`src/rtl/core/infix_to_postfix_converter_top_macros.svh`:
```
// ----------------------------------------------------------------------------
// infix_to_postfix_converter_top_macros.svh
// Assertion macros shared by the converter RTL.
// ----------------------------------------------------------------------------
`ifndef INFIX_TO_POSTFIX_CONVERTER_TOP_MACROS_SVH
`define INFIX_TO_POSTFIX_CONVERTER_TOP_MACROS_SVH

// ante holds at an edge -> cons holds at the same edge
`define ITP_ASSERT_IMPL(name, clk, rstn, ante, cons) \
    name: assert property (@(posedge clk) disable iff (!rstn) (ante) |-> (cons)) \
        else $error("itp assertion failed");

// expr never holds out of reset
`define ITP_ASSERT_NEVER(name, clk, rstn, expr) \
    name: assert property (@(posedge clk) disable iff (!rstn) !(expr)) \
        else $error("itp assertion failed");

`endif

```
`src/rtl/core/itp_pkg.sv`:
```
// ----------------------------------------------------------------------------
// itp_pkg
// Constants, codes and lookup functions of the infix-to-postfix converter.
// ----------------------------------------------------------------------------
`default_nettype none

package itp_pkg;

    localparam int STACK_DEPTH = 32;
    localparam int CNT_W       = $clog2(STACK_DEPTH + 1);
    localparam int IDX_W       = $clog2(STACK_DEPTH);

    // operator stack codes
    localparam logic [3:0] OP_NONE   = 4'd0;
    localparam logic [3:0] OP_PLUS   = 4'd1;
    localparam logic [3:0] OP_MINUS  = 4'd2;
    localparam logic [3:0] OP_MUL    = 4'd3;
    localparam logic [3:0] OP_DIV    = 4'd4;
    localparam logic [3:0] OP_MOD    = 4'd5;
    localparam logic [3:0] OP_POW    = 4'd6;
    localparam logic [3:0] OP_PAREN  = 4'd7;
    localparam logic [3:0] OP_BRACK  = 4'd8;
    localparam logic [3:0] OP_BRACE  = 4'd9;

    localparam logic [1:0] ERR_NONE     = 2'd0;
    localparam logic [1:0] ERR_INVALID  = 2'd1;
    localparam logic [1:0] ERR_OVERFLOW = 2'd2;

    localparam logic [7:0] CH_PLUS   = 8'h2B;
    localparam logic [7:0] CH_MINUS  = 8'h2D;
    localparam logic [7:0] CH_MUL    = 8'h2A;
    localparam logic [7:0] CH_DIV    = 8'h2F;
    localparam logic [7:0] CH_MOD    = 8'h25;
    localparam logic [7:0] CH_POW    = 8'h5E;
    localparam logic [7:0] CH_LPAREN = 8'h28;
    localparam logic [7:0] CH_LBRACK = 8'h5B;
    localparam logic [7:0] CH_LBRACE = 8'h7B;
    localparam logic [7:0] CH_RPAREN = 8'h29;
    localparam logic [7:0] CH_RBRACK = 8'h5D;
    localparam logic [7:0] CH_RBRACE = 8'h7D;
    localparam logic [7:0] CH_DOT    = 8'h2E;
    localparam logic [7:0] CH_SPACE  = 8'h20;
    localparam logic [7:0] CH_ZERO   = 8'h30;
    localparam logic [7:0] CH_NINE   = 8'h39;
    localparam logic [7:0] CH_NUL    = 8'h00;

    typedef struct packed {
        logic [7:0] out_char;
        logic       token_start;
        logic       end_of_expr;
        logic [1:0] error_code;
    } result_t;

    // operators and openers map to their code; closers map to the matching opener
    function automatic logic [3:0] op_code(input logic [7:0] c);
        logic [3:0] r;
        case (c)
            CH_PLUS:   r = OP_PLUS;
            CH_MINUS:  r = OP_MINUS;
            CH_MUL:    r = OP_MUL;
            CH_DIV:    r = OP_DIV;
            CH_MOD:    r = OP_MOD;
            CH_POW:    r = OP_POW;
            CH_LPAREN: r = OP_PAREN;
            CH_LBRACK: r = OP_BRACK;
            CH_LBRACE: r = OP_BRACE;
            CH_RPAREN: r = OP_PAREN;
            CH_RBRACK: r = OP_BRACK;
            CH_RBRACE: r = OP_BRACE;
            default:   r = OP_NONE;
        endcase
        return r;
    endfunction

    function automatic logic [1:0] op_prio(input logic [3:0] code);
        logic [1:0] r;
        case (code)
            OP_PLUS, OP_MINUS: r = 2'd1;
            OP_MUL, OP_DIV:    r = 2'd2;
            OP_MOD, OP_POW:    r = 2'd3;
            default:           r = 2'd0;
        endcase
        return r;
    endfunction

    function automatic logic [7:0] op_char(input logic [3:0] code);
        logic [7:0] r;
        case (code)
            OP_PLUS:  r = CH_PLUS;
            OP_MINUS: r = CH_MINUS;
            OP_MUL:   r = CH_MUL;
            OP_DIV:   r = CH_DIV;
            OP_MOD:   r = CH_MOD;
            OP_POW:   r = CH_POW;
            OP_PAREN: r = CH_LPAREN;
            OP_BRACK: r = CH_LBRACK;
            OP_BRACE: r = CH_LBRACE;
            default:  r = CH_NUL;
        endcase
        return r;
    endfunction

endpackage

`default_nettype wire

```
`src/rtl/core/infix_to_postfix_converter_top.sv`:
```
// ----------------------------------------------------------------------------
// infix_to_postfix_converter_top
// Streaming shunting-yard converter: expression characters in, postfix out.
// ----------------------------------------------------------------------------
// Input words: s_tdata carries one ASCII character, s_tuser[0] = 1 marks the
// end of the expression (stack flush, end marker). Output words carry one
// postfix character each; m_tuser flags token start, end marker and error
// code, m_tlast marks the final word caused by an input word.
// Flow: a word is taken while idle and worked on by a small sequencer around
// one operator stack port. Digits, dots, errors, spaces, pushes of openers
// and an end word after an error are done in the decode state. Operators pop
// in their pop state, then pass the finish state; a leading-minus zero goes
// out in the decode cycle at no extra cost. Closers and the end word pop in
// their own pop state, then pass the finish state; each pop goes through the
// single stack read port and the output holding stage.
// s_tready is high only while the sequencer is idle.
// Reset clears the stack count and the parser flags; the stack array itself
// needs no clearing. When the receiver stalls, words wait in the output
// register and a one-word holding stage, and the sequencer waits with them.
// ----------------------------------------------------------------------------
`default_nettype none
`include "infix_to_postfix_converter_top_macros.svh"

module infix_to_postfix_converter_top (
    input  wire logic       clk,
    input  wire logic       rst_n,
    input  wire logic       s_tvalid,
    output logic            s_tready,
    input  wire logic [7:0] s_tdata,   // [7:0] ch
    input  wire logic [0:0] s_tuser,   // [0] mode
    output logic            m_tvalid,
    input  wire logic       m_tready,
    output logic [7:0]      m_tdata,   // [7:0] out_char
    output logic [3:0]      m_tuser,   // [0] token_start, [1] end_of_expr, [3:2] error_code
    output logic            m_tlast
);
    import itp_pkg::*;

    typedef enum logic [2:0] {
        ST_IDLE,
        ST_DECODE,
        ST_POP_OP,
        ST_POP_CLOSE,
        ST_POP_END,
        ST_FIN
    } state_t;

    state_t             state_reg, state_next;
    logic               mode_reg, mode_next;
    logic [7:0]         ch_reg, ch_next;
    logic [3:0]         code_reg, code_next;
    logic [CNT_W-1:0]   stack_count_reg, stack_count_next;
    logic               in_number_reg, in_number_next;
    logic               prev_open_reg, prev_open_next;
    logic               error_seen_reg, error_seen_next;
    logic               hold_valid_reg, hold_valid_next;
    result_t            hold_reg, hold_next;
    logic               out_valid_reg, out_valid_next;
    result_t            out_reg, out_next;
    logic               out_last_reg, out_last_next;

    logic [3:0]         stack_mem [STACK_DEPTH];
    logic               stack_we;
    logic [CNT_W-1:0]   top_cnt;
    logic [3:0]         top_code;
    logic               stack_full;
    logic               out_free;
    logic               can_emit;
    logic               emit_req;
    result_t            emit_data;
    logic               direct_req;
    result_t            direct_data;
    logic               is_digit;
    logic               is_closer;
    logic               op_pop;
    logic               close_pop;

    assign top_cnt    = stack_count_reg - CNT_W'(1);
    assign top_code   = stack_mem[top_cnt[IDX_W-1:0]];
    assign stack_full = (stack_count_reg == CNT_W'(STACK_DEPTH));
    assign out_free   = !out_valid_reg || m_tready;
    // a new word may enter the holding stage once its old word can move on
    assign can_emit   = !hold_valid_reg || out_free;

    assign is_digit  = (ch_reg >= CH_ZERO) && (ch_reg <= CH_NINE);
    assign is_closer = (ch_reg == CH_RPAREN) || (ch_reg == CH_RBRACK) ||
                       (ch_reg == CH_RBRACE);
    assign op_pop    = (stack_count_reg != '0) && (op_prio(top_code) != 2'd0) &&
                       (op_prio(code_reg) <= op_prio(top_code));
    assign close_pop = (stack_count_reg != '0) && (top_code != code_reg);

    always_comb
    begin
        state_next       = state_reg;
        mode_next        = mode_reg;
        ch_next          = ch_reg;
        code_next        = code_reg;
        stack_count_next = stack_count_reg;
        in_number_next   = in_number_reg;
        prev_open_next   = prev_open_reg;
        error_seen_next  = error_seen_reg;
        hold_valid_next  = hold_valid_reg;
        hold_next        = hold_reg;
        out_valid_next   = out_valid_reg && !m_tready;
        out_next         = out_reg;
        out_last_next    = out_last_reg;
        stack_we         = 1'b0;
        emit_req         = 1'b0;
        emit_data        = '{out_char: op_char(top_code), token_start: 1'b1,
                             end_of_expr: 1'b0, error_code: ERR_NONE};
        direct_req       = 1'b0;
        direct_data      = '{out_char: ch_reg, token_start: 1'b0,
                             end_of_expr: 1'b0, error_code: ERR_NONE};

        case (state_reg)
            ST_IDLE:
            begin
                if (s_tvalid)
                begin
                    mode_next  = s_tuser[0];
                    ch_next    = s_tdata;
                    code_next  = op_code(s_tdata);
                    state_next = ST_DECODE;
                end
            end

            ST_DECODE:
            begin
                // holding stage is empty here, so a free output register covers all cases
                if (out_free)
                begin
                    state_next = ST_IDLE;
                    if (mode_reg)
                    begin
                        if (error_seen_reg)
                        begin
                            direct_req             = 1'b1;
                            direct_data.out_char   = CH_NUL;
                            direct_data.end_of_expr = 1'b1;
                            stack_count_next       = '0;
                            in_number_next         = 1'b0;
                            prev_open_next         = 1'b1;
                            error_seen_next        = 1'b0;
                        end
                        else
                        begin
                            state_next = ST_POP_END;
                        end
                    end
                    else if (!error_seen_reg)
                    begin
                        prev_open_next = (ch_reg == CH_LPAREN);
                        in_number_next = 1'b0;
                        if (ch_reg == CH_SPACE)
                        begin
                            state_next = ST_IDLE;
                        end
                        else if (is_digit)
                        begin
                            direct_req              = 1'b1;
                            direct_data.token_start = !in_number_reg;
                            in_number_next          = 1'b1;
                        end
                        else if (ch_reg == CH_DOT)
                        begin
                            direct_req = 1'b1;
                            if (in_number_reg)
                            begin
                                in_number_next = 1'b1;
                            end
                            else
                            begin
                                direct_data.error_code = ERR_INVALID;
                                error_seen_next        = 1'b1;
                            end
                        end
                        else if (is_closer)
                        begin
                            state_next = ST_POP_CLOSE;
                        end
                        else if ((code_reg >= OP_PLUS) && (code_reg <= OP_POW))
                        begin
                            if ((ch_reg == CH_MINUS) && prev_open_reg)
                            begin
                                emit_req           = 1'b1;
                                emit_data.out_char = CH_ZERO;
                            end
                            state_next = ST_POP_OP;
                        end
                        else if (code_reg >= OP_PAREN)
                        begin
                            if (stack_full)
                            begin
                                direct_req             = 1'b1;
                                direct_data.error_code = ERR_OVERFLOW;
                                error_seen_next        = 1'b1;
                            end
                            else
                            begin
                                stack_we         = 1'b1;
                                stack_count_next = stack_count_reg + CNT_W'(1);
                            end
                        end
                        else
                        begin
                            direct_req             = 1'b1;
                            direct_data.error_code = ERR_INVALID;
                            error_seen_next        = 1'b1;
                        end
                    end
                end
            end

            ST_POP_OP:
            begin
                if (op_pop)
                begin
                    if (can_emit)
                    begin
                        emit_req         = 1'b1;
                        stack_count_next = stack_count_reg - CNT_W'(1);
                    end
                end
                else if (stack_full)
                begin
                    if (can_emit)
                    begin
                        emit_req              = 1'b1;
                        emit_data.out_char    = ch_reg;
                        emit_data.token_start = 1'b0;
                        emit_data.error_code  = ERR_OVERFLOW;
                        error_seen_next       = 1'b1;
                        state_next            = ST_FIN;
                    end
                end
                else
                begin
                    stack_we         = 1'b1;
                    stack_count_next = stack_count_reg + CNT_W'(1);
                    state_next       = ST_FIN;
                end
            end

            ST_POP_CLOSE:
            begin
                if (close_pop)
                begin
                    if (can_emit)
                    begin
                        emit_req         = 1'b1;
                        stack_count_next = stack_count_reg - CNT_W'(1);
                    end
                end
                else
                begin
                    // drop the matching opener
                    if (stack_count_reg != '0)
                    begin
                        stack_count_next = stack_count_reg - CNT_W'(1);
                    end
                    state_next = ST_FIN;
                end
            end

            ST_POP_END:
            begin
                if (can_emit)
                begin
                    emit_req = 1'b1;
                    if (stack_count_reg != '0)
                    begin
                        stack_count_next = stack_count_reg - CNT_W'(1);
                    end
                    else
                    begin
                        emit_data.out_char    = CH_NUL;
                        emit_data.token_start = 1'b0;
                        emit_data.end_of_expr = 1'b1;
                        in_number_next        = 1'b0;
                        prev_open_next        = 1'b1;
                        error_seen_next       = 1'b0;
                        state_next            = ST_FIN;
                    end
                end
            end

            ST_FIN:
            begin
                // the held word is the final one of this input word
                if (!hold_valid_reg)
                begin
                    state_next = ST_IDLE;
                end
                else if (out_free)
                begin
                    out_valid_next  = 1'b1;
                    out_next        = hold_reg;
                    out_last_next   = 1'b1;
                    hold_valid_next = 1'b0;
                    state_next      = ST_IDLE;
                end
            end

            default:
            begin
                state_next = ST_IDLE;
            end
        endcase

        if (emit_req)
        begin
            if (hold_valid_reg)
            begin
                out_valid_next = 1'b1;
                out_next       = hold_reg;
                out_last_next  = 1'b0;
            end
            hold_valid_next = 1'b1;
            hold_next       = emit_data;
        end

        if (direct_req)
        begin
            out_valid_next = 1'b1;
            out_next       = direct_data;
            out_last_next  = 1'b1;
        end
    end

    always_ff @(posedge clk or negedge rst_n)
    begin
        if (!rst_n)
        begin
            state_reg       <= ST_IDLE;
            mode_reg        <= 1'b0;
            ch_reg          <= '0;
            code_reg        <= OP_NONE;
            stack_count_reg <= '0;
            in_number_reg   <= 1'b0;
            prev_open_reg   <= 1'b1;
            error_seen_reg  <= 1'b0;
            hold_valid_reg  <= 1'b0;
            hold_reg        <= '0;
            out_valid_reg   <= 1'b0;
            out_reg         <= '0;
            out_last_reg    <= 1'b0;
        end
        else
        begin
            state_reg       <= state_next;
            mode_reg        <= mode_next;
            ch_reg          <= ch_next;
            code_reg        <= code_next;
            stack_count_reg <= stack_count_next;
            in_number_reg   <= in_number_next;
            prev_open_reg   <= prev_open_next;
            error_seen_reg  <= error_seen_next;
            hold_valid_reg  <= hold_valid_next;
            hold_reg        <= hold_next;
            out_valid_reg   <= out_valid_next;
            out_reg         <= out_next;
            out_last_reg    <= out_last_next;
        end
    end

    // operator stack storage, written at the current count
    always_ff @(posedge clk)
    begin
        if (stack_we)
        begin
            stack_mem[stack_count_reg[IDX_W-1:0]] <= code_reg;
        end
    end

    assign s_tready = (state_reg == ST_IDLE);
    assign m_tvalid = out_valid_reg;
    assign m_tdata  = out_reg.out_char;
    assign m_tuser  = {out_reg.error_code, out_reg.end_of_expr, out_reg.token_start};
    assign m_tlast  = out_last_reg;

    `ITP_ASSERT_IMPL(a_idle_hold_empty, clk, rst_n, s_tready, !hold_valid_reg)
    `ITP_ASSERT_NEVER(a_stack_bound, clk, rst_n, stack_count_reg > CNT_W'(STACK_DEPTH))
    `ITP_ASSERT_IMPL(a_marker_last, clk, rst_n, m_tvalid && m_tuser[1], m_tlast)

endmodule

`default_nettype wire

```
`config.mk`:
```
export PLATFORM = sky130hd
export DESIGN_NAME = infix_to_postfix_converter_top
export DESIGN_NICKNAME = d
export VERILOG_FILES = /design/src/rtl/core/itp_pkg.sv /design/src/rtl/core/infix_to_postfix_converter_top.sv
export VERILOG_INCLUDE_DIRS = /design/src /design/src/rtl/core
export SDC_FILE = /design/constraint.sdc
export NUM_CORES = 1
export LEC_CHECK = 0
export BUFFER_PORTS_ARGS = -buffer_cell sky130_fd_sc_hd__buf_2
export CAP_MARGIN = 20
export CORE_MARGIN = 3
export CORE_UTILIZATION = 50
export DETAILED_ROUTE_END_ITERATION = 6
export GPL_TIMING_DRIVEN = 0
export PLACE_DENSITY_LB_ADDON = 0.05
export SLEW_MARGIN = 20
export SYNTH_ARGS = -nofsm -noshare
export SYNTH_HDL_FRONTEND = slang
export SYNTH_SLANG_ARGS = --single-unit
```
`constraint.sdc`:
```
create_clock -name clk -period 10 [get_ports clk]
set_input_delay 1.5 -clock clk [delete_from_list [all_inputs] [get_ports clk]]
set_output_delay 1.5 -clock clk [all_outputs]
set_load 0.03 [all_outputs]
```
==> impl_metrics.tcl <==
set metrics [dict create \
    cts.clk_slew.worst_paths_ns 0.07 \
    post_cts_buffers 0 \
    hold_path_class "flip-flop to flip-flop" \
    diodes 0 \
    viasPerCell 6.11 \
    rrSetupSlack_ns 3.02 \
    cts-root-buf "clkbuf_16" \
    period_share 0.698 \
    synth_top_family_by_area "simple AND/OR/NAND/NOR gates" \
    fp.dieH_um 140 \
    hp-start "hold_reg[1]$_DFFE_PN0N_" \
    most-common-layout-cells "edfxtp_1 (128), nor2_1 (68), dfrtp_1 (47)" \
    instances_no_fill 975 \
    pwr-share-clk 0.168 \
    switchingPower_uw 1590 \
    rsz0062_at_grt "no" \
    clk_latency_ns 0.43 \
    fin_area_um2 9900 \
    fin_hold_ws_ns 0.473 \
    ir_worst_vdd_mv 0.182 \
    relSlewSlack 0.425 \
    final_common_cell "edfxtp_1" \
    cap_violations 0 \
    synth-seq-cells 179 \
    leakagePower_uw 0.00360 \
    synth_xor_area_frac 0.0116 \
    netlist.top_cell.by_area "edfxtp_1" \
    firstDrtPassIters 5 \
    route.detailed.drc 0 \
    io_buffers 27 \
    syn-num-nets 715 \
    crit_path_max_fanout 10 \
    setup_violations 0 \
    synth_area_leaders "edfxtp_1 (43%), dfrtp_1 (14%), mux4_2 (8.1%), nor2_1 (2.9%), mux2_2 (2.5%)" \
    antenna_found_initial 0 \
    timing.fmax_ghz 0.143 \
    area.growth.synth_to_final_pct 11.0 \
    cts_resized 0 \
    final_nets 762 \
    regArea_um2 5120 \
    yosys_warnings 0 \
    cp_data_required_time_ns 10.08 \
    yosys.area_share.simple 0.128 \
    ys.flop_type "edfxtp_1" \
    crit_path_end_kind "flip-flop" \
    syn_area_um2 8920 \
    rr_startpoint "stack_count_reg[0]$_DFFE_PN0P_" \
    ant_nets 0 \
    drv_slew 0 \
    synthAdderAreaFrac 0.0140 \
    reg2reg_depth 22 \
    coreArea_um2 17400 \
    power_density_nw_per_um2 371 \
    worstMarginPinSlew_ns 0.862 \
    start_util 0.514 \
    holdPathEnd "hold_reg[1]$_DFFE_PN0N_" \
    cp-start-kind "flip-flop" \
    die_w_um 140 \
    drt_iter0_drc 449 \
    die-area_um2 19500 \
    vias 5953 \
    finalClockSkew_ns 0.00849 \
    ys_seq_area_frac 0.574 \
    post-place-cells 944 \
    drive_above_1_share 0.191 \
    gp_congestion 0.935 \
    grt_pass1_vias 6089 \
    syn_inst 692 \
    grt_pass1_wl_mm 33.8 \
    p_seq_frac 0.295 \
    largest_reg_flops 128 \
    grt_overflow_total 0 \
    timing.rr.end "stack_mem[23][3]$_DFFE_PP_" \
    rows 48 \
    max-clock-path-buffers 2 \
    routed_wl_mm 21.0 \
    setup_tns_ns 0 \
    synth_compound_area_frac 0.115 \
    switching_share 0.434 \
    p_comb_frac 0.537 \
    arrival_ns 7.06 \
    ys_async_sr_fraction 0.285 \
    avgRoutedWirePerCell_um 21.6 \
    avgSynthCellArea_um2 12.9 \
    dpl.hpwl_mm 14.7 \
    gr-usage-all-layers 0.223 \
    outcome "finished clean" \
    fin_crit_ns 6.98 \
    grt_max_degree 52 \
    hold_violations 0 \
    cts_hold_buf 0 \
    synth_edf_count 128 \
    criticalPathCategory "flip-flop to flip-flop" \
    n_fill_cell 1433 \
    multi_input_area_um2 3520 \
    cts-buffers-inserted 17 \
    postPlaceCellArea_um2 9340 \
    yosys-mux-area-fraction 0.126 \
    cts_tree "built" \
    ios 28 \
    intPower_uw 2080 \
    synth_top_area_share 0.431 \
    cts.sinks 179 \
    synthDistinctLibCells 76 \
    worstHoldPathCells 1 \
    htree_num_levels 4 \
]
-- final cells by class --
class	instances	share of cell area
sequential	179	0.518
multi-input combinational	457	0.355
clock buffer	18	0.0433
tap	225	0.0284
buffer	44	0.0243
timing repair buffer	28	0.0154
clock inverter	12	0.0111
inverter	12	0.00455
-- cells in the mapped netlist (3+ instances only) --
library cell / instances
nand2_1: 44
nor4_1: 4
a21o_1: 7
a31oi_1: 5
mux2i_1: 18
o211ai_1: 8
o21ai_1: 3
and2_1: 8
o311ai_0: 3
mux4_2: 32
xnor2_1: 6
nor3_1: 14
mux2_2: 20
dfrtp_1: 50
a22oi_1: 9
o21a_1: 3
ha_1: 10
inv_1: 10
or4_1: 4
a211o_1: 3
o22ai_1: 5
buf_2: 6
or3_1: 3
buf_6: 8
nand4_1: 4
xor2_1: 4
nand3_1: 16
nor2_1: 68
clkbuf_1: 26
a21oi_1: 23
and3_1: 7
edfxtp_1: 128
nor2b_1: 6
nand2b_1: 11
nand3b_1: 9
or2_2: 5
o2bb2ai_1: 3
o21ai_0: 29
o31ai_1: 10
a22o_1: 10
a211oi_1: 4
-- through the flow --
stage	util	power [µW]	setup slack [ns]
floorplan	-	2530	4.68
global placement	0.538	3020	3.06
detailed placement	0.538	3060	3.02
CTS	0.569	3690	2.96
global route	0.570	3930	2.54
finish	0.570	3670	3.02
-- cells by family after synthesis --
family          Yosys count
simple gates            221
buf+inv                  56
xor+xnor                 11
mux                      70
fa+ha+maj                10
flops                   179
compound gates          145
-- worst max-delay path, cell delays in order, from the launching register on --
cell and delay, ns:
dfrtp_1 0.39, buf_6 0.15, buf_4 0.27, buf_6 0.22, inv_1 0.12, ha_1 0.29
buf_2 0.23, buf_4 0.27, clkbuf_1 0.68, mux4_2 0.43, mux2i_1 0.22, o21ai_0 0.13
nand4_1 0.28, clkbuf_1 0.37, o21ai_0 0.18, ha_1 0.32, nor2b_1 0.12, o21ai_0 0.10
and3_1 0.27, a31oi_1 0.36, or2_2 0.24, nand3_1 0.41, nor2_1 0.53
-- routing by layer --
metal,part of all wire,vias up,GRT usage
li1,-,2768,-
met2,0.53,137,0.393
met3,0.031,30,0.0299
met4,0.021,0,0.0719
met1,0.42,3018,0.288
met5,0,-,0
-- power by group through the flow --
stage	clock network, µW	logic [µW]	registers [µW]
after CTS	627	1970	1090
final	617	1970	1080
after detailed placement	0	1950	1110
after floorplan	0	1430	1090
after global routing	661	2170	1110
after global placement	0	1920	1100
-- worst max path at each step --
stage          depth (start not counted)                    endpoint                           start
2_1_floorplan                         28                   flip-flop  stack_count_reg[0]$_DFFE_PN0P_
3_3_place_gp                          27   stack_mem[1][2]$_DFFE_PP_  stack_count_reg[0]$_DFFE_PN0P_
3_5_place_dp                          22  stack_mem[23][1]$_DFFE_PP_  stack_count_reg[0]$_DFFE_PN0P_
4_1_cts                               22  stack_mem[23][0]$_DFFE_PP_  stack_count_reg[0]$_DFFE_PN0P_
5_1_grt                               26  stack_mem[23][3]$_DFFE_PP_  stack_count_reg[0]$_DFFE_PN0P_
6_report                              22  stack_mem[23][3]$_DFFE_PP_  stack_count_reg[0]$_DFFE_PN0P_
Power figures use the tool's default switching activity.
